### config.mk
export PLATFORM = sky130hd
export DESIGN_NAME = srn_status
export DESIGN_NICKNAME = d
export VERILOG_FILES = /design/src/sv/srn_pkg.sv /design/src/sv/srn_status.sv
export SDC_FILE = /design/constraint.sdc
export NUM_CORES = 1
export LEC_CHECK = 0
export ABC_AREA = 1
export BUFFER_PORTS_ARGS = -buffer_cell sky130_fd_sc_hd__buf_2
export CAP_MARGIN = 20
export CORE_MARGIN = 8
export CORE_UTILIZATION = 27
export DETAILED_ROUTE_END_ITERATION = 10
export PLACE_DENSITY = 0.83
export SYNTH_ARGS = -nofsm -noshare
export SYNTH_HDL_FRONTEND = slang
export SYNTH_SLANG_ARGS = --single-unit
### constraint.sdc
create_clock -name clk -period 1.6 [get_ports clk]
set_input_delay 0.08 -clock clk [delete_from_list [all_inputs] [get_ports clk]]
set_output_delay 0.08 -clock clk [all_outputs]
set_load 0.005 [all_outputs]
### src/sv/srn_pkg.sv
// types, codes and constants shared by the sensor reading normalizer
package srn_pkg;

	localparam int VALUE_WIDTH_DEF = 64;

	localparam logic [3:0] KIND_TEMP = 4'd2;
	localparam logic [3:0] KIND_VOLT = 4'd3;
	localparam logic [3:0] KIND_CURR = 4'd4;
	localparam logic [3:0] KIND_FAN  = 4'd12;

	localparam logic [6:0] UNIT_C   = 7'd2;
	localparam logic [6:0] UNIT_F   = 7'd3;
	localparam logic [6:0] UNIT_K   = 7'd4;
	localparam logic [6:0] UNIT_V   = 7'd5;
	localparam logic [6:0] UNIT_A   = 7'd6;
	localparam logic [6:0] UNIT_RPM = 7'd19;

	localparam logic [31:0] HEALTH_OK            = 32'd2;
	localparam logic [31:0] HEALTH_DEGRADED      = 32'd3;
	localparam logic [31:0] HEALTH_STRESSED      = 32'd4;
	localparam logic [31:0] HEALTH_PRED_FAIL     = 32'd5;
	localparam logic [31:0] HEALTH_ERROR         = 32'd6;
	localparam logic [31:0] HEALTH_NONRECOVER    = 32'd7;
	localparam logic [31:0] HEALTH_STARTING      = 32'd8;
	localparam logic [31:0] HEALTH_STOPPING      = 32'd9;
	localparam logic [31:0] HEALTH_IN_SERVICE    = 32'd11;
	localparam logic [31:0] HEALTH_NO_CONTACT    = 32'd12;
	localparam logic [31:0] HEALTH_LOST_COMM     = 32'd13;
	localparam logic [31:0] HEALTH_ABORTED       = 32'd14;
	localparam logic [31:0] HEALTH_SUPPORT_ERR   = 32'd16;
	localparam logic [31:0] HEALTH_COMPLETED     = 32'd17;
	localparam logic [31:0] HEALTH_DONE_DEGRADED = 32'd20;
	localparam logic [31:0] HEALTH_DONE_ERROR    = 32'd23;

	localparam logic [2:0] CLASS_NONE = 3'd0;
	localparam logic [2:0] CLASS_TEMP = 3'd1;
	localparam logic [2:0] CLASS_VOLT = 3'd2;
	localparam logic [2:0] CLASS_CURR = 3'd3;
	localparam logic [2:0] CLASS_FAN  = 3'd4;

	localparam int F_OFFSET = 32000;
	localparam int K_OFFSET = 273150;

	localparam logic [31:0] DIV10_RECIP = 32'hCCCCCCCC;
	localparam logic [31:0] DIV9_RECIP  = 32'hE38E38E3;
	localparam logic [31:0] DIV9_SPAN   = 32'h1C71C71C;

	typedef struct packed {
		logic [31:0]       raw_reading;
		logic signed [7:0] decimal_exponent;
		logic [3:0]        kind_code;
		logic [6:0]        unit_code;
		logic [31:0]       health_code;
	} srn_in_t;

	typedef struct packed {
		logic signed [63:0] scaled_value;
		logic [2:0]         class_code;
		logic               is_connected;
		logic               has_fault;
	} srn_out_t;

	typedef struct packed {
		logic zero;
		logic big;
		logic le_fifth;
	} srn_flags_t;

	typedef enum logic [3:0] {
		OP_NONE,
		OP_LOAD,
		OP_DIV10,
		OP_MUL10,
		OP_SAT,
		OP_SUB_F,
		OP_SUB_K,
		OP_MUL5,
		OP_ABS,
		OP_DIV9,
		OP_ROUND9
	} srn_op_t;

	typedef enum logic [3:0] {
		S_IDLE,
		S_DOWN,
		S_UP,
		S_CONV,
		S_FSEL,
		S_ABS,
		S_DIV9,
		S_ROUND,
		S_MUL5,
		S_DONE
	} srn_state_t;

endpackage

### src/sv/srn_status.sv
// class, connected and fault decode of one record, held for the result
module srn_status (
	input  logic             clk,
	input  logic             load,
	input  srn_pkg::srn_in_t item,
	output logic [2:0]       class_code,
	output logic             is_connected,
	output logic             has_fault
);
	import srn_pkg::*;

	logic [2:0] class_d;
	logic       fault_d;
	logic [2:0] class_q;
	logic       conn_q;
	logic       fault_q;

	always_comb begin
		class_d = CLASS_NONE;
		if (item.kind_code == KIND_TEMP && item.unit_code inside {UNIT_C, UNIT_F, UNIT_K}) begin
			class_d = CLASS_TEMP;
		end else if (item.kind_code == KIND_VOLT && item.unit_code == UNIT_V) begin
			class_d = CLASS_VOLT;
		end else if (item.kind_code == KIND_CURR && item.unit_code == UNIT_A) begin
			class_d = CLASS_CURR;
		end else if (item.kind_code == KIND_FAN && item.unit_code == UNIT_RPM) begin
			class_d = CLASS_FAN;
		end
		fault_d = item.health_code inside {HEALTH_DEGRADED, HEALTH_STRESSED,
			HEALTH_PRED_FAIL, HEALTH_ERROR, HEALTH_NONRECOVER, HEALTH_NO_CONTACT,
			HEALTH_LOST_COMM, HEALTH_ABORTED, HEALTH_SUPPORT_ERR,
			HEALTH_DONE_DEGRADED, HEALTH_DONE_ERROR};
	end

	always_ff @(posedge clk) begin
		if (load) begin
			class_q <= class_d;
			conn_q <= (item.health_code != HEALTH_NO_CONTACT);
			fault_q <= fault_d;
		end
	end

	assign class_code = class_q;
	assign is_connected = conn_q;
	assign has_fault = fault_q;

endmodule

### After elaboration in Yosys (flattened, before gate mapping)

Cells that the tools add are included.

* bits in registers: 5
* bits of input ports: 85
* output and inout bits: 5
* word-level logic and storage cells: 36

* eq/ne operators: 22
* mux-type cells: 3
* reductions and logical operators: 7

Operators with widths (number)
* $eq A32 B3 Y1 const B: 4
* $eq A32 B4 Y1 const B: 3
* $eq A32 B5 Y1 const B: 3
* $eq A32 B2 Y1 const B: 1
* $ne A32 B4 Y1 const B: 1
* $eq A7 B3 Y1 const B: 3
* $eq A7 B2 Y1 const B: 2
* $reduce_bool A11 Y1: 1
* $eq A4 B2 Y1 const B: 2
* $eq A7 B5 Y1 const B: 1
* $eq A4 B3 Y1 const B: 1
* $eq A4 B4 Y1 const B: 1
* $logic_and A1 B1 Y1: 4
* $mux W2: 2
* $mux W3: 1
* $reduce_bool A3 Y1: 1
* $reduce_or A3 Y1: 1

### Logic depth before layout (Yosys ltp)

* depth after elaboration: 5
* depth in mapped cells: 7
* mapped depth without buffers: 7

### Least setup slack after synthesis

OpenSTA, ideal clock, no wires.

* path type: input port to flip-flop
* start: input port item[6] (netlist name)
* end: register conn_q (netlist: is_connected), data pin
* library setup time: 265 ps
* arrival: 457 ps
* data required time: 1335 ps
* setup slack: 879 ps
* stages: 6
* buffers on the path: 0
* path through: inv_1 -> nand2_1 -> nor2_2 -> inv_1 -> nor2_1 -> nand4_1

* cells in the longest elaborated chain, start to end: 1

Ends and longest elaborated chain
* from (decl): line srn_status.sv:5 `input srn_pkg::srn_in_t item,`
* $ne A32 B4 Y1: line srn_status.sv:38 `conn_q <= (item.health_code != HEALTH_NO_CONTACT);`
* to (signal assigned): line srn_status.sv:38
* to (decl): line srn_status.sv:15 `logic conn_q;`

No other way between the ends.
A chain may end at the register's enable or synchronous reset.

### Worst setup path in the final report

* start: register class_q[1] (netlist: class_code[1])
* end: output port class_code[1]

RTL lines
* from (decl): line srn_status.sv:14 `logic [2:0] class_q;`
* from (signal assigned): line srn_status.sv:37 `class_q <= class_d;`
* to (decl): line srn_status.sv:6 `output logic [2:0] class_code,`

No word-level cell between the ends.

==> results.md <==
* Most frequent cells in the layout: buf_2, nand2_1, nor2_1
* Root Driver: clkbuf_4
* Total number of vias at 689
* Crit path time final at 0.790 ns
* Max transition margin at 84.5%
* Peak fanout along the critical path at 1
* Layout cells sized above 1 at 43.6%
* Synthesized flop and latch total at 5
* I/O pin cnt at 90
* Mean Syn Cell Area at 6.04 sq um
* Crit Path Class: register to output pin
* GRT busiest layer: met2
* Placeable Area at 1710 sq um
* Post-DP Area at 759 sq um
* Synth cell types at 11
* Warnings, synthesis at 0
* Total CTS buffers at 3
* Final setup TNS at 0 ns
* Cells after Synth at 80
* Cell family with most CP delay: flip-flops
* Drt total wl at 1600 um
* Nets at 219
* Largest net degree at the start of global routing at 6
* Lkg Pwr at 0.425 nW
* Max Freq at 1270 MHz
* Row count at 15
* Hold buffer count at cts at 0
* Fin crit share at 49.4%
* Die area at 3400 sq um
* Port-buffer cells at 49
* Sequential element share of the synthesized area at 31.1%
* Endpoints failing setup at 0
* PD cells at 514 nW/um^2
* Synth Net Count at 165
* Largest incremental delay on the critical path at 0.34 ns
* Maxcap violations at 0
* Met1 Use GR at 8.32%
* GRT Overall Usage at 9.41%
* Critical-path cell with the highest stage delay: edfxtp_1
* Initial antenna violation count at 0
* Final hold viol count at 0
* Total global routing overflow at 0
* Remaining DRCs at 0
* Post-CTS Setup Repair Bufs at 0
* Fill cells at 166
* WP data required at 1.52 ns
* Area grow syn2layout at 62.7%
* Worst hold slack at 0.118 ns
* Commonest non-fill, non-tap cell in the layout: buf_2
* Status: completed
* Element type at the critical path start: register
* H-Tree Level Count at 1
* Hold depth at 1
* Met2 GRT Util at 18.3%
* First-pass GRT wire length at 2590 um
* Height of the die at 58.3 um
* Drt first-iter violations at 7
* Vias in the first global route at 706
* Layout Cell Area excl Fill at 786 sq um
* Peak VDD IR at 0.000181 V
* Worst-Margin Slew at 0.231 ns
* Die width at 58.3 um
* Initial Utilization at 28.3%
* Met3 GRT Util at 2.39%
* RSZ-0062 raised after global routing: no
* Hold Crit Class: input port to register
* Detail-routed net length per standard cell at 10.1 um
* Critical Path Sink Type: output pin
* CTS max path bufs at 2
* Max-slew violation count at 0
* Post_cts resized at 0
* Synth Cell Area at 483 sq um
* Avg Vias per Cell at 4.36
* Hold Startpoint: load
* GP Congestion at 0.671
* Crit-path cells: buf_2
* Crit path DAT at 0.71 ns
* DP HPWL at 1470 um
* Hold Crit Endpoint: class_code[2]
* Worst-path clk slew at 0.04 ns
* CTS tree: built
* DRT antenna net count at 0
* Antenna cells at 0
* 1st-pass router iterations at 5
* CTS sink cnt at 5
* Worst path buffer plus inverter count at 1
==> power by group <==
part / internal, W / switching (W) / total (W)
logic: 0.0000580 / 0.0000519 / 0.000110
clock network: 0.0000941 / 0.0000482 / 0.000142
registers: 0.000151 / 0.00000110 / 0.000152
total: 0.000303 / 0.000101 / 0.000404
==> final cells by class <==
cell class / instances / area, sq um / area share [%]
multi-input cells: 62 / 284 / 36.1
repair buffers: 49 / 245 / 31.2
flip-flops and latches: 5 / 150 / 19.1
inverters: 13 / 48.8 / 6.21
well taps: 25 / 31.3 / 3.98
clock buffers: 4 / 26.3 / 3.34
==> worst max path at each step <==
stage | from | to | slack [ns] | depth (start not counted)
finish | class_code[1] | class_code[1] | 0.81 | 1
global route | is_connected | is_connected | 0.77 | 1
CTS | class_code[1] | class_code[1] | 0.80 | 1
detailed placement | item[6] | is_connected | 0.71 | 7
global placement | item[6] | is_connected | 0.72 | 7
floorplan | item[6] | is_connected | 0.88 | 6
==> synthesized netlist by cell type <==
master    number  share of area (%)
nand2_1       21                 16
nor2_1        20                 16
inv_1         13                 10
edfxtp_1       5                 31
nand4_1        5                6.5
nor2_2         5                6.5
nand3_1        3                3.1
nand3b_1       3                4.7
nor3_1         3                3.1
nor3_2         1                2.1
o21ai_1        1                1.0
==> metal layers <==
metal  vias up  share of wire [%]
met3         6                5.8
li1        358                  -
met1       283                 36
met2        42                 56
met5         -                  0
met4         0                2.4
==> registers in the layout, indices dropped and copies added, names as in the netlist <==
| register | cells |
|---|---|
| class_code | 3 |
| has_fault | 1 |
| is_connected | 1 |
==> per-stage QoR <==
| step | utilization (%) | std cells | total power (W) | setup WS (ns) |
|---|---|---|---|---|
| 3_5_place_dp | 44.5 | 154 | 0.000264 | 0.705 |
| 4_1_cts | 46.0 | 158 | 0.000408 | 0.798 |
| 3_3_place_gp | 44.5 | 154 | 0.000258 | 0.719 |
| 5_1_grt | 46.0 | 158 | 0.000433 | 0.767 |
| 6_report | 46.0 | 158 | 0.000404 | 0.810 |
| 2_1_floorplan | - | 80 | 0.000192 | 0.879 |
==> kinds of logic (layout without fill, tap and decap cells) <==
logic type      after synthesis  count (layout)  share of synthesized area [%]
simple gates                 61              61                           57.8
buf+inv                      13              66                           10.1
flops                         5               5                           31.1
compound gates                1               1                           1.04
No activity file was read; power rests on OpenSTA's default activity.
