### config.mk
export PLATFORM = sky130hd
export DESIGN_NAME = srn_ctrl
export DESIGN_NICKNAME = d
export VERILOG_FILES = /design/src/sv/srn_pkg.sv /design/src/sv/srn_ctrl.sv
export SDC_FILE = /design/constraint.sdc
export NUM_CORES = 1
export LEC_CHECK = 0
export ABC_AREA = 1
export BUFFER_PORTS_ARGS = -buffer_cell sky130_fd_sc_hd__clkbuf_2
export CAP_MARGIN = 20
export CORE_AREA = 2 2 63 65
export CTS_BUF_LIST = sky130_fd_sc_hd__clkbuf_2
export DETAILED_ROUTE_END_ITERATION = 16
export DIE_AREA = 0 0 65 67
export PLACE_DENSITY = 0.81
export SETUP_SLACK_MARGIN = 0.3
export SKIP_LAST_GASP = 1
export SYNTH_ARGS = -nofsm -noshare
export SYNTH_HDL_FRONTEND = slang
export SYNTH_SLANG_ARGS = --single-unit
### constraint.sdc
create_clock -name clk -period 1.74 [get_ports clk]
set_input_delay 0.174 -clock clk [delete_from_list [all_inputs] [get_ports clk]]
set_output_delay 0.174 -clock clk [all_outputs]
set_load 0.005 [all_outputs]
### src/sv/srn_pkg.sv
// types, codes and constants shared by the sensor reading normalizer
package srn_pkg;

	localparam int VALUE_WIDTH_DEF = 64;

	localparam logic [3:0] KIND_TEMP = 4'd2;
	localparam logic [3:0] KIND_VOLT = 4'd3;
	localparam logic [3:0] KIND_CURR = 4'd4;
	localparam logic [3:0] KIND_FAN  = 4'd12;

	localparam logic [6:0] UNIT_C   = 7'd2;
	localparam logic [6:0] UNIT_F   = 7'd3;
	localparam logic [6:0] UNIT_K   = 7'd4;
	localparam logic [6:0] UNIT_V   = 7'd5;
	localparam logic [6:0] UNIT_A   = 7'd6;
	localparam logic [6:0] UNIT_RPM = 7'd19;

	localparam logic [31:0] HEALTH_OK            = 32'd2;
	localparam logic [31:0] HEALTH_DEGRADED      = 32'd3;
	localparam logic [31:0] HEALTH_STRESSED      = 32'd4;
	localparam logic [31:0] HEALTH_PRED_FAIL     = 32'd5;
	localparam logic [31:0] HEALTH_ERROR         = 32'd6;
	localparam logic [31:0] HEALTH_NONRECOVER    = 32'd7;
	localparam logic [31:0] HEALTH_STARTING      = 32'd8;
	localparam logic [31:0] HEALTH_STOPPING      = 32'd9;
	localparam logic [31:0] HEALTH_IN_SERVICE    = 32'd11;
	localparam logic [31:0] HEALTH_NO_CONTACT    = 32'd12;
	localparam logic [31:0] HEALTH_LOST_COMM     = 32'd13;
	localparam logic [31:0] HEALTH_ABORTED       = 32'd14;
	localparam logic [31:0] HEALTH_SUPPORT_ERR   = 32'd16;
	localparam logic [31:0] HEALTH_COMPLETED     = 32'd17;
	localparam logic [31:0] HEALTH_DONE_DEGRADED = 32'd20;
	localparam logic [31:0] HEALTH_DONE_ERROR    = 32'd23;

	localparam logic [2:0] CLASS_NONE = 3'd0;
	localparam logic [2:0] CLASS_TEMP = 3'd1;
	localparam logic [2:0] CLASS_VOLT = 3'd2;
	localparam logic [2:0] CLASS_CURR = 3'd3;
	localparam logic [2:0] CLASS_FAN  = 3'd4;

	localparam int F_OFFSET = 32000;
	localparam int K_OFFSET = 273150;

	localparam logic [31:0] DIV10_RECIP = 32'hCCCCCCCC;
	localparam logic [31:0] DIV9_RECIP  = 32'hE38E38E3;
	localparam logic [31:0] DIV9_SPAN   = 32'h1C71C71C;

	typedef struct packed {
		logic [31:0]       raw_reading;
		logic signed [7:0] decimal_exponent;
		logic [3:0]        kind_code;
		logic [6:0]        unit_code;
		logic [31:0]       health_code;
	} srn_in_t;

	typedef struct packed {
		logic signed [63:0] scaled_value;
		logic [2:0]         class_code;
		logic               is_connected;
		logic               has_fault;
	} srn_out_t;

	typedef struct packed {
		logic zero;
		logic big;
		logic le_fifth;
	} srn_flags_t;

	typedef enum logic [3:0] {
		OP_NONE,
		OP_LOAD,
		OP_DIV10,
		OP_MUL10,
		OP_SAT,
		OP_SUB_F,
		OP_SUB_K,
		OP_MUL5,
		OP_ABS,
		OP_DIV9,
		OP_ROUND9
	} srn_op_t;

	typedef enum logic [3:0] {
		S_IDLE,
		S_DOWN,
		S_UP,
		S_CONV,
		S_FSEL,
		S_ABS,
		S_DIV9,
		S_ROUND,
		S_MUL5,
		S_DONE
	} srn_state_t;

endpackage

### src/sv/srn_ctrl.sv
// sequencer: step counts, state machine and operation select for the shared unit
module srn_ctrl #(
	parameter int VALUE_WIDTH = srn_pkg::VALUE_WIDTH_DEF
) (
	input  logic                clk,
	input  logic                arst_n,
	input  logic                start,
	input  srn_pkg::srn_in_t    item,
	input  srn_pkg::srn_flags_t flags,
	output srn_pkg::srn_op_t    op,
	output logic                busy,
	output logic                done
);
	import srn_pkg::*;

	localparam int NC = (VALUE_WIDTH + 31) / 32;
	localparam int DGW = $clog2(NC);

	srn_state_t     state_q;
	srn_state_t     state_d;
	logic [7:0]     cnt_q;
	logic [DGW-1:0] dig_q;
	logic           post_q;
	logic           temp_f_q;
	logic           temp_k_q;

	logic       is_fan;
	logic [8:0] diff;
	logic [7:0] steps;
	logic       cnt_end;

	always_comb begin
		is_fan = (item.kind_code == KIND_FAN);
		diff = {item.decimal_exponent[7], item.decimal_exponent} + (is_fan ? 9'd0 : 9'd3);
		steps = diff[8] ? 8'(~diff + 9'd1) : diff[7:0];
		cnt_end = (cnt_q == 8'd0) || flags.zero;
	end

	always_comb begin
		state_d = state_q;
		case (state_q)
			S_IDLE: begin
				if (start) begin
					if (diff[8]) state_d = S_DOWN;
					else if (diff == 9'd0) state_d = S_CONV;
					else state_d = S_UP;
				end
			end
			S_DOWN:  if (cnt_end) state_d = S_CONV;
			S_UP:    if (cnt_end || flags.big) state_d = S_CONV;
			S_CONV:  state_d = temp_f_q ? S_FSEL : S_DONE;
			S_FSEL:  state_d = S_ABS;
			S_ABS:   state_d = S_DIV9;
			S_DIV9:  if (dig_q == '0) state_d = S_ROUND;
			S_ROUND: state_d = post_q ? S_MUL5 : S_DONE;
			S_MUL5:  state_d = S_DONE;
			S_DONE:  state_d = S_IDLE;
			default: state_d = S_IDLE;
		endcase
	end

	always_comb begin
		op = OP_NONE;
		done = 1'b0;
		busy = (state_q != S_IDLE);
		case (state_q)
			S_IDLE:  if (start) op = OP_LOAD;
			S_DOWN:  if (!cnt_end) op = OP_DIV10;
			S_UP:    if (!cnt_end) op = flags.big ? OP_SAT : OP_MUL10;
			S_CONV: begin
				if (temp_f_q) op = OP_SUB_F;
				else if (temp_k_q) op = OP_SUB_K;
			end
			S_FSEL:  if (flags.le_fifth) op = OP_MUL5;
			S_ABS:   op = OP_ABS;
			S_DIV9:  op = OP_DIV9;
			S_ROUND: op = OP_ROUND9;
			S_MUL5:  op = OP_MUL5;
			S_DONE:  done = 1'b1;
			default: op = OP_NONE;
		endcase
	end

	always_ff @(posedge clk or negedge arst_n) begin
		if (!arst_n) begin
			state_q <= S_IDLE;
			cnt_q <= 8'd0;
			dig_q <= '0;
			post_q <= 1'b0;
			temp_f_q <= 1'b0;
			temp_k_q <= 1'b0;
		end else begin
			state_q <= state_d;
			if (op == OP_LOAD) begin
				cnt_q <= steps;
				temp_f_q <= (item.kind_code == KIND_TEMP) && (item.unit_code == UNIT_F);
				temp_k_q <= (item.kind_code == KIND_TEMP) && (item.unit_code == UNIT_K);
			end else if (op == OP_DIV10 || op == OP_MUL10) begin
				cnt_q <= cnt_q - 8'd1;
			end
			if (state_q == S_FSEL) post_q <= !flags.le_fifth;
			if (op == OP_ABS) dig_q <= DGW'(NC - 1);
			else if (op == OP_DIV9) dig_q <= dig_q - 1'b1;
		end
	end

endmodule

**Word-level counts from Yosys, hierarchy flattened**

Cells that the tools add are included.

- Register bits after elaboration: 16
- Input bits: 89
- Output and inout bits: 6
- Logic and storage cells: 70

- Multiplexer cells: 24
- Bitwise logic cells: 1
- Equality and inequality tests: 22
- $add $sub $neg: 4
- Reductions and logical operators: 13

Operators by type and width:

| kind | count |
|---|---|
| one-hot mux 4 bit (9 select lines) | 2 |
| two-way mux 8 bit | 3 |
| == test 4 x 2 -> 1 bit, second input constant | 5 |
| == test 4 bit, second input constant | 5 |
| two-way mux 4 bit | 5 |
| == test 4 x 3 -> 1 bit, second input constant | 4 |
| two-way mux 3 bit | 5 |
| adder 8 x 3 -> 9 bit | 1 |
| zero test 9 bit | 1 |
| adder 8 x 1 -> 8 bit, second input constant | 1 |
| == test 4 x 1 -> 1 bit, second input constant | 2 |
| zero test 8 bit | 1 |
| != test 2 bit, second input constant | 4 |
| inverter 8 bit | 1 |
| subtractor 8 x 1 -> 8 bit, second input constant | 1 |
| == test 7 x 2 -> 1 bit, second input constant | 1 |
| == test 7 x 3 -> 1 bit, second input constant | 1 |
| two-way mux 1 bit | 6 |
| two-way mux 2 bit | 3 |
| zero test 4 bit | 1 |
| AND reduction 4 bit | 1 |
| nonzero test 2 bit | 2 |
| nonzero test 4 bit | 1 |
| logical OR 1 bit | 3 |
| other kinds (3) | 4 |

**Depth between registers and ports, before layout**

Gate-level depths: netlist of run 1.

- Depth after elaboration: 8
- Mapped depth: 18
- Mapped depth without buffers: 18

**Worst setup path before layout of run 1**

No wires, ideal clock.

- Kind: input -> register
- From: in item[40] (netlist bit)
- To: reg cnt_q[6]
- Path slack: -265 ps
- Data arrival time: 1888 ps
- Buffers on the path: 0
- Cell stages on the path: 17
- Library setup time: 116 ps
- Required time: 1624 ps
- Cells stage by stage: nor2_1 and3_1 inv_1 ha_1 inv_1 fa_1 ha_1 inv_1 nor2_1 nand3_1 inv_1 nand2_1 nand2_1 nand2_1 nand3_1 nand2_1 nand2_1

- Longest elaborated chain between the ends: 7

Ends and longest elaborated chain:

| what | RTL line | source |
|---|---|---|
| start: declaration | srn_ctrl.sv:8 | `input srn_pkg::srn_in_t item,` |
| == test 4 bit * | srn_ctrl.sv:33 | `is_fan = (item.kind_code == KIND_FAN);` |
| two-way mux 2 bit * | srn_ctrl.sv:34 | `diff = {item.decimal_exponent[7], item.decimal_exponent} + (is_fan ? 9'd0 : 9'd3);` |
| adder 8 x 3 -> 9 bit * | srn_ctrl.sv:34 |  |
| inverter 8 bit | srn_ctrl.sv:35 | `steps = diff[8] ? 8'(~diff + 9'd1) : diff[7:0];` |
| adder 8 x 1 -> 8 bit | srn_ctrl.sv:35 |  |
| two-way mux 8 bit * | srn_ctrl.sv:35 |  |
| two-way mux 8 bit * | srn_ctrl.sv:94 | `if (op == OP_LOAD) begin` |
| end signal: assignment | srn_ctrl.sv:95 | `cnt_q <= steps;` |
| end signal: assignment | srn_ctrl.sv:99 | `cnt_q <= cnt_q - 8'd1;` |
| end: declaration | srn_ctrl.sv:21 | `logic [7:0] cnt_q;` |

Every way passes the cells marked *; elsewhere a longest branch is shown, timed or not.
A chain may end at the register's enable or synchronous reset.

**Worst setup path in the final report of run 1**

- From: reg cnt_q[0]
- To: out op[2]

- Longest elaborated chain between the ends: 4

Ends and longest elaborated chain:

| what | RTL line | source |
|---|---|---|
| zero test 8 bit | srn_ctrl.sv:36 | `cnt_end = (cnt_q == 8'd0) \|\| flags.zero;` |
| logical OR 1 bit | srn_ctrl.sv:36 |  |
| two-way mux 3 bit | srn_ctrl.sv:69 | `S_UP: if (!cnt_end) op = flags.big ? OP_SAT : OP_MUL10;` |
| one-hot mux 4 bit (9 select lines) | srn_ctrl.sv:66 | `case (state_q)` |
| end: declaration | srn_ctrl.sv:10 | `output srn_pkg::srn_op_t op,` |

No other way between the ends.

==> impl_metrics.yaml, run 1 <==
outcome:
  status: "finished, violations left"
  violations: "setup timing"
power_and_ir_drop:
  p_int_uw: 1490
  power_density_nw_per_um2: 1230
  ir_drop_mv: 0.411
  switching_power_uw: 1510
  p_seq_frac: 0.248
  cellLeakagePower_uw: 0.00125
  p_clk_frac: 0.065
  p_sw_frac: 0.504
  combPwrFrac: 0.687
route:
  vias: 2063
  firstDrtPassIters: 5
  wl_per_cell_um: 15.3
  drt-initial-drc-count: 187
  vias_per_cell: 5.61
  post-route-drc-count: 0
  routed_wl_um: 5640
  final_antenna_net_count: 0
setup_path:
  cp-end-kind: "output port"
  cp_data_arrival_time_ps: 1900
  slowest_stage: "dfrtp_1"
  path_max_fanout: 2
  r2r-start: "cnt_q[0]"
  cp_num_buf_inv: 5
  crit_chain: "inv_2 -> ha_4 -> nand2_4 -> nor2_4 -> nand3_2 -> nand2_2 -> buf_6 -> inv_4 -> buf_6 -> nand2_4 -> o2111ai_2 -> buf_2"
  crit_family: "buffers and inverters"
  crit_path_max_incr_delay_ps: 410
  critPathRequiredTime_ps: 1570
  cp-start-kind: "register"
  crit_type: "reg -> out"
  crit_start: "cnt_q[0]"
cells_and_area:
  multiInputGateArea_sq_um: 1240
  drive_gt1_frac: 0.472
  stdcell_count: 368
  postLayoutCellArea_sq_um: 2440
  regArea_sq_um: 404
  final_util: 0.677
  fillerInstances: 287
  nNetsFinal: 416
  antenna_cells: 0
  syn_to_final_growth_pct: 55.1
  layout_common_cells: "nand2_1 (55), buf_4 (31), nand3_1 (28), inv_1 (27), clkbuf_2 (27)"
  layout_commonest_cell: "nand2_1"
synth:
  ys_seq_area_frac: 0.254
  synth_cells: 247
  synth_area_leaders: "dfrtp_1 (25%), nand2_1 (16%), nand3_1 (9.5%)"
  synth-edff-count: 0
  ys_types: 33
  synth_area_per_cell_sq_um: 6.37
  syn_nets: 341
  synth_top_cell_by_area: "dfrtp_1"
  synth_top_area_frac: 0.254
  netlist_area_sq_um: 1570
  ys_async_sr_fraction: 1.00
  yosysWarnings: 0
  synth_flop_cell: "dfrtp_1"
  synth-seq-cells: 16
clock_network:
  root_buffer: "clkbuf_2"
  path_clk_slew_ps: 170
  worstSkewPairLatency_ps: 360
  cts.htree.levels: 1
  clk_path_buf_depth: 2
  cts_tree: "yes"
  clock_sinks: 16
  cts_buffers: 3
floorplan:
  die_h_um: 67
  fp.coreArea_sq_um: 3610
  dieArea_sq_um: 4360
  die_w_um: 65
  num_io_pins: 95
  start_util: 0.437
  placement_rows: 22
sta:
  max_slew_margin: 0.706
  max_freq_mhz: 482
  fin_worst_skew_ps: 11.4
  max_slew.worst_pin.slew_ps: 441
  slew_violations: 0
  hold_violations: 0
  rsz0062_at_grt: "true"
  setup_viol: 13
  layout_setup_ws_ps: -336
  fin_crit_ps: 2080
  post-route-period-util: 1.19
placed_design:
  placed_area_sq_um: 1960
  portBuffers: 30
  dpl.hpwl_um: 3250
  dpl.cell_count: 343
  place_congestion: 0.858
grt:
  grt_overflow: 0
  grt_pass1_vias: 1948
  grt_util_all_layers: 0.245
  grt_max_degree: 17
  grt_pass1_wl_um: 8210
  antenna_found_initial: 0
hold_path:
  min_path_type: "in -> reg"
  worstHoldStart: "item[39]"
job:
  cap_viol_max_count: 0
-- flip-flops by register name, indices dropped and copies added, names as in the netlist --
name / cells
cnt_q: 8
temp_k_q: 1
post_q: 1
dig_q: 1
state_q: 4
temp_f_q: 1
-- layer usage --
layer  track usage  wire length, um  vias to the layer above
met1         0.256             2020                      945
met2         0.459             2770                      118
met5             0                0                        -
li1              -                -                      944
met4         0.160              489                        0
met3        0.0304              362                       56
-- what timing repair did --
item | in CTS | in global routing
gates resized for setup | 42 | 46
pin swaps | 16 | 31
endpoints found under the setup margin | 16 | 15
hold endpoints to repair | 16 | 0
setup buffers | 11 | 10
cloned | 0 | 0
hold buffers | 1 | 0
-- stage by stage --
| step | setup WS (ps) | hold WS, ps | total power, uW | TNS, ps |
|---|---|---|---|---|
| 2_1_floorplan | -172 | -122 | 1660 | -687 |
| 3_3_place_gp | -321 | 132 | 2010 | -2340 |
| 6_report | -336 | 94.7 | 2990 | -1580 |
| 3_5_place_dp | -410 | 130 | 2060 | -2890 |
| 4_1_cts | -155 | 161 | 2540 | -565 |
| 5_1_grt | -424 | 133 | 3190 | -2700 |
-- cells in the mapped netlist, drive strengths merged, types with 2 or more instances --
library cell / n
a21oi: 3
buf: 4
dfrtp: 16
ha: 4
inv: 41
nand2: 73
nand3: 32
nand4: 2
nor2: 27
nor3: 6
nor4: 3
o211ai: 3
o21ai: 16
xnor2: 4
xor2: 4
-- worst reg2reg max path: stages (launching register included) --
cell and delay (ps):
dfrtp_1 410, inv_2 80, ha_4 150, nand2_4 50, nor2_4 90, nand3_2 90, nand2_2 100, buf_6 110
inv_4 30, buf_6 100, nand2_4 50, buf_6 140, buf_8 140, o21ai_2 70, nand2_1 100, nand2_1 70
-- cells by family after synthesis --
| family | share of synthesized area |
|---|---|
| and+or+nand+nor | 0.432 |
| DFF | 0.254 |
| buffers and inverters | 0.120 |
| xor gates and xnor gates | 0.0445 |
| adders and majority gates | 0.0445 |
| AOI/OAI and AO/OA | 0.105 |
-- area by class of cell --
| cell class | instances | area share |
|---|---|---|
| inverter | 41 | 0.0661 |
| tap | 48 | 0.0246 |
| timing repair buffer | 74 | 0.229 |
| sequential | 16 | 0.166 |
| multi-input combinational | 186 | 0.509 |
| clock buffer | 3 | 0.00615 |
-- final timing paths --
check,slack [ps],end,cells past startpoint
max in group asynchronous,1160,state_q[2],2
worst max-delay path,-340,op[2],12
min in group asynchronous,260,state_q[1],2
worst min-delay path,90,temp_k_q,4
worst max register to register,-130,cnt_q[6],15
worst min register to register,530,dig_q,2
-- power groups by stage --
| stage | registers (uW) | clock network (uW) | logic (uW) |
|---|---|---|---|
| 2_1_floorplan | 674 | 0 | 987 |
| 3_3_place_gp | 702 | 0 | 1300 |
| 3_5_place_dp | 709 | 0 | 1350 |
| 4_1_cts | 709 | 173 | 1650 |
| 5_1_grt | 763 | 197 | 2230 |
| 6_report | 743 | 194 | 2060 |
No activity file was read; power rests on OpenSTA's default activity.
==> run 2: changes to the inputs <==
- ABC_AREA: 1 -> default
- CORE_AREA: 2 2 63 65 -> 2 2 65 67
- DIE_AREA: 0 0 65 67 -> 0 0 67 69
- HOLD_SLACK_MARGIN: default -> 0.06
==> run 2 against run 1 <==
Net effect:
- the run still ends with setup timing left
- sequential share of layout area decreased by 3.3 points
- maximum frequency down 14%
- clock power fell by 3%
- combinational power increased by 47%
- clock-buffer cell count is the same
- clock skew is 2.8 ps lower
- sequential power shrank 8.5%
- die area increased by 6.2%
- worst hold slack gained 59 ps
- non-clock buffer count is 58 higher
- critical path type unchanged
- critical endpoint is now op[1]
- largest cell class unchanged
- highest routed layer unchanged
==> impl_metrics.yaml, run 2 <==
outcome:
  status: "finished, violations left"
  violations: "setup timing"
power_and_ir_drop:
  ir_drop_mv: 1.02
  p_clk_frac: 0.048
  cellLeakagePower_uw: 0.00138
  p_int_uw: 2150
  power_density_nw_per_um2: 1270
  p_seq_frac: 0.175
  switching_power_uw: 1740
  p_sw_frac: 0.446
  combPwrFrac: 0.777
synth:
  ys_async_sr_fraction: 1.00
  synth_flop_cell: "dfrtp_1"
  synth_cells: 224
  synth_top_area_frac: 0.231
  syn_nets: 318
  synth-edff-count: 0
  netlist_area_sq_um: 1740
  yosysWarnings: 0
  ys_seq_area_frac: 0.231
  ys_types: 59
  synth-seq-cells: 16
  synth_area_per_cell_sq_um: 7.75
  synth_top_cell_by_area: "dfrtp_1"
  synth_most_common_cell: "nand2_1"
  synth_area_leaders: "dfrtp_1 (23%), a21oi_1 (5.2%), nand2_1 (4.5%)"
  yosys-top-cells-count: "nand2_1 (21), nor2_1 (20), a21oi_1 (18)"
route:
  wl_per_cell_um: 20.7
  routed_wl_um: 8220
  firstDrtPassIters: 5
  vias: 2552
  drt-initial-drc-count: 253
  vias_per_cell: 6.43
  post-route-drc-count: 0
  final_antenna_net_count: 0
cells_and_area:
  layout_commonest_cell: "buf_4"
  multiInputGateArea_sq_um: 1480
  layout_common_cells: "buf_4 (82), clkbuf_2 (29), nand2_1 (17), buf_6 (17)"
  largest_register_ffs: 8
  antenna_cells: 0
  largest-register: "cnt_q"
  final_util: 0.781
  syn_to_final_growth_pct: 75.9
  regArea_sq_um: 404
  fillerInstances: 227
  stdcell_count: 397
  drive_gt1_frac: 0.579
  nNetsFinal: 442
  reg_top3: "cnt_q x8, state_q x4"
setup_path:
  r2r_slack_ps: -660
  crit_path_max_incr_delay_ps: 500
  cpMostUsedCell: "buf_4"
  crit_type: "reg -> out"
  cp-end-kind: "output port"
  critPathRequiredTime_ps: 1570
  crit_family: "buffers and inverters"
  reg2regPathDepth: 9
  crit_start: "state_q[1]"
  r2r_end: "cnt_q[2]"
  cp-start-kind: "register"
  crit_cells: 9
  cp_num_buf_inv: 6
  crit_path_end: "op[1]"
  r2r-start: "state_q[1]"
  crit_chain: "buf_4 -> or3b_4 -> buf_4 -> o22ai_4 -> nor3_4 -> buf_4 -> inv_2 -> buf_4 -> clkbuf_2"
  cp_data_arrival_time_ps: 2230
  path_max_fanout: 5
  slowest_stage: "dfrtp_2"
sta:
  max_slew_margin: 0.692
  setup_tns_ps: -8110
  fin_crit_ps: 2400
  post-route-period-util: 1.38
  fin_worst_skew_ps: 8.66
  setup_viol: 18
  hold_violations: 0
  max_slew.worst_pin.slew_ps: 461
  rsz0062_at_grt: "true"
  max_freq_mhz: 416
  slew_violations: 0
  layout_setup_ws_ps: -664
clock_network:
  cts_buffers: 3
  worstSkewPairLatency_ps: 320
  path_clk_slew_ps: 180
  cts.htree.levels: 1
  clk_path_buf_depth: 2
  root_buffer: "clkbuf_2"
  clock_sinks: 16
  cts_tree: "yes"
floorplan:
  die_w_um: 67
  start_util: 0.444
  fp.coreArea_sq_um: 3910
  placement_rows: 23
  num_io_pins: 95
  dieArea_sq_um: 4620
  die_h_um: 69
grt:
  grt_overflow: 0
  grt_util_all_layers: 0.283
  antenna_found_initial: 0
  grt_pass1_vias: 2262
  grt_pass1_wl_um: 10200
  grt_max_degree: 17
placed_design:
  place_congestion: 0.862
  dpl.hpwl_um: 4120
  dp_slack_ps: -1040
  portBuffers: 30
  dpl.cell_count: 364
job:
  cap_viol_max_count: 0
hold_path:
  min_path_type: "in -> reg"
==> run 2: cell count changes in the layout (fill, tap and decap cells not counted), sizes merged, moves of 4 or more <==
cell	change
a211oi	+7
a21oi	+15
and2	+4
buf	+55
inv	-26
nand2	-52
nand3	-25
nor2	-7
nor2b	+5
or3	+4
or3b	+4
xor2	-4
==> run 2: routing by layer <==
layer  track usage  share of wire  up-vias
met3        0.0424          0.092       65
met2         0.468           0.48      202
li1              -              -     1084
met5             0              0        -
met1         0.358           0.37     1201
met4         0.120          0.058        0
==> run 2: cells by family (layout without fill, tap and decap cells) <==
kind of cell | Yosys count | after routing | synth area share
DFF | 16 | 16 | 0.231
muxes | 2 | 2 | 0.0115
buffers and inverters | 28 | 151 | 0.0836
xor gates and xnor gates | 4 | 4 | 0.0202
AOI/OAI and AO/OA | 72 | 72 | 0.290
adders and majority gates | 5 | 5 | 0.0403
and+or+nand+nor | 97 | 97 | 0.323
==> run 2: power by group through the flow <==
stage                     Clock, uW  Sequential [uW]  Combinational (uW)
after floorplan                   0              666                1100
after global placement            0              676                1870
after detailed placement          0              686                1930
after CTS                       190              674                2290
after global routing            204              697                3150
final                           189              680                3020
==> run 2: timing repair <==
item	in CTS	in global routing
setup buffers	10	17
hold buffers	2	0
pin swaps	14	25
setup endpoints to repair	19	20
hold endpoints to repair	17	0
resized for setup	40	54
gates cloned	0	0
==> run 2: worst min-delay path by stage <==
| stage | start | depth (start not counted) | slack (ps) | endpoint |
|---|---|---|---|---|
| final | item[34] | 2 | 150 | temp_k_q |
| after global routing | item[34] | 2 | 150 | temp_k_q |
| after CTS | item[34] | 2 | 90 | temp_k_q |
| after detailed placement | arst_n | 1 | 140 | dig_q |
| after global placement | arst_n | 1 | 130 | dig_q |
| after floorplan | arst_n | 0 | -120 | cnt_q[0] |
==> run 2: cell type report <==
class / count / share of cell area
clock inverter: 1 / 0.00123
sequential: 16 / 0.132
clock buffer: 3 / 0.00491
tap: 50 / 0.0205
multi-input combinational: 180 / 0.485
timing repair buffer: 132 / 0.338
inverter: 15 / 0.0184
==> run 2: stage by stage <==
stage,cell area [sq um],total power (uW),hold WS [ps]
after floorplan,1800,1770,-122
after global placement,2470,2540,135
after detailed placement,2470,2620,137
after CTS,2740,3150,93.1
after global routing,3060,4050,146
final,3060,3890,154
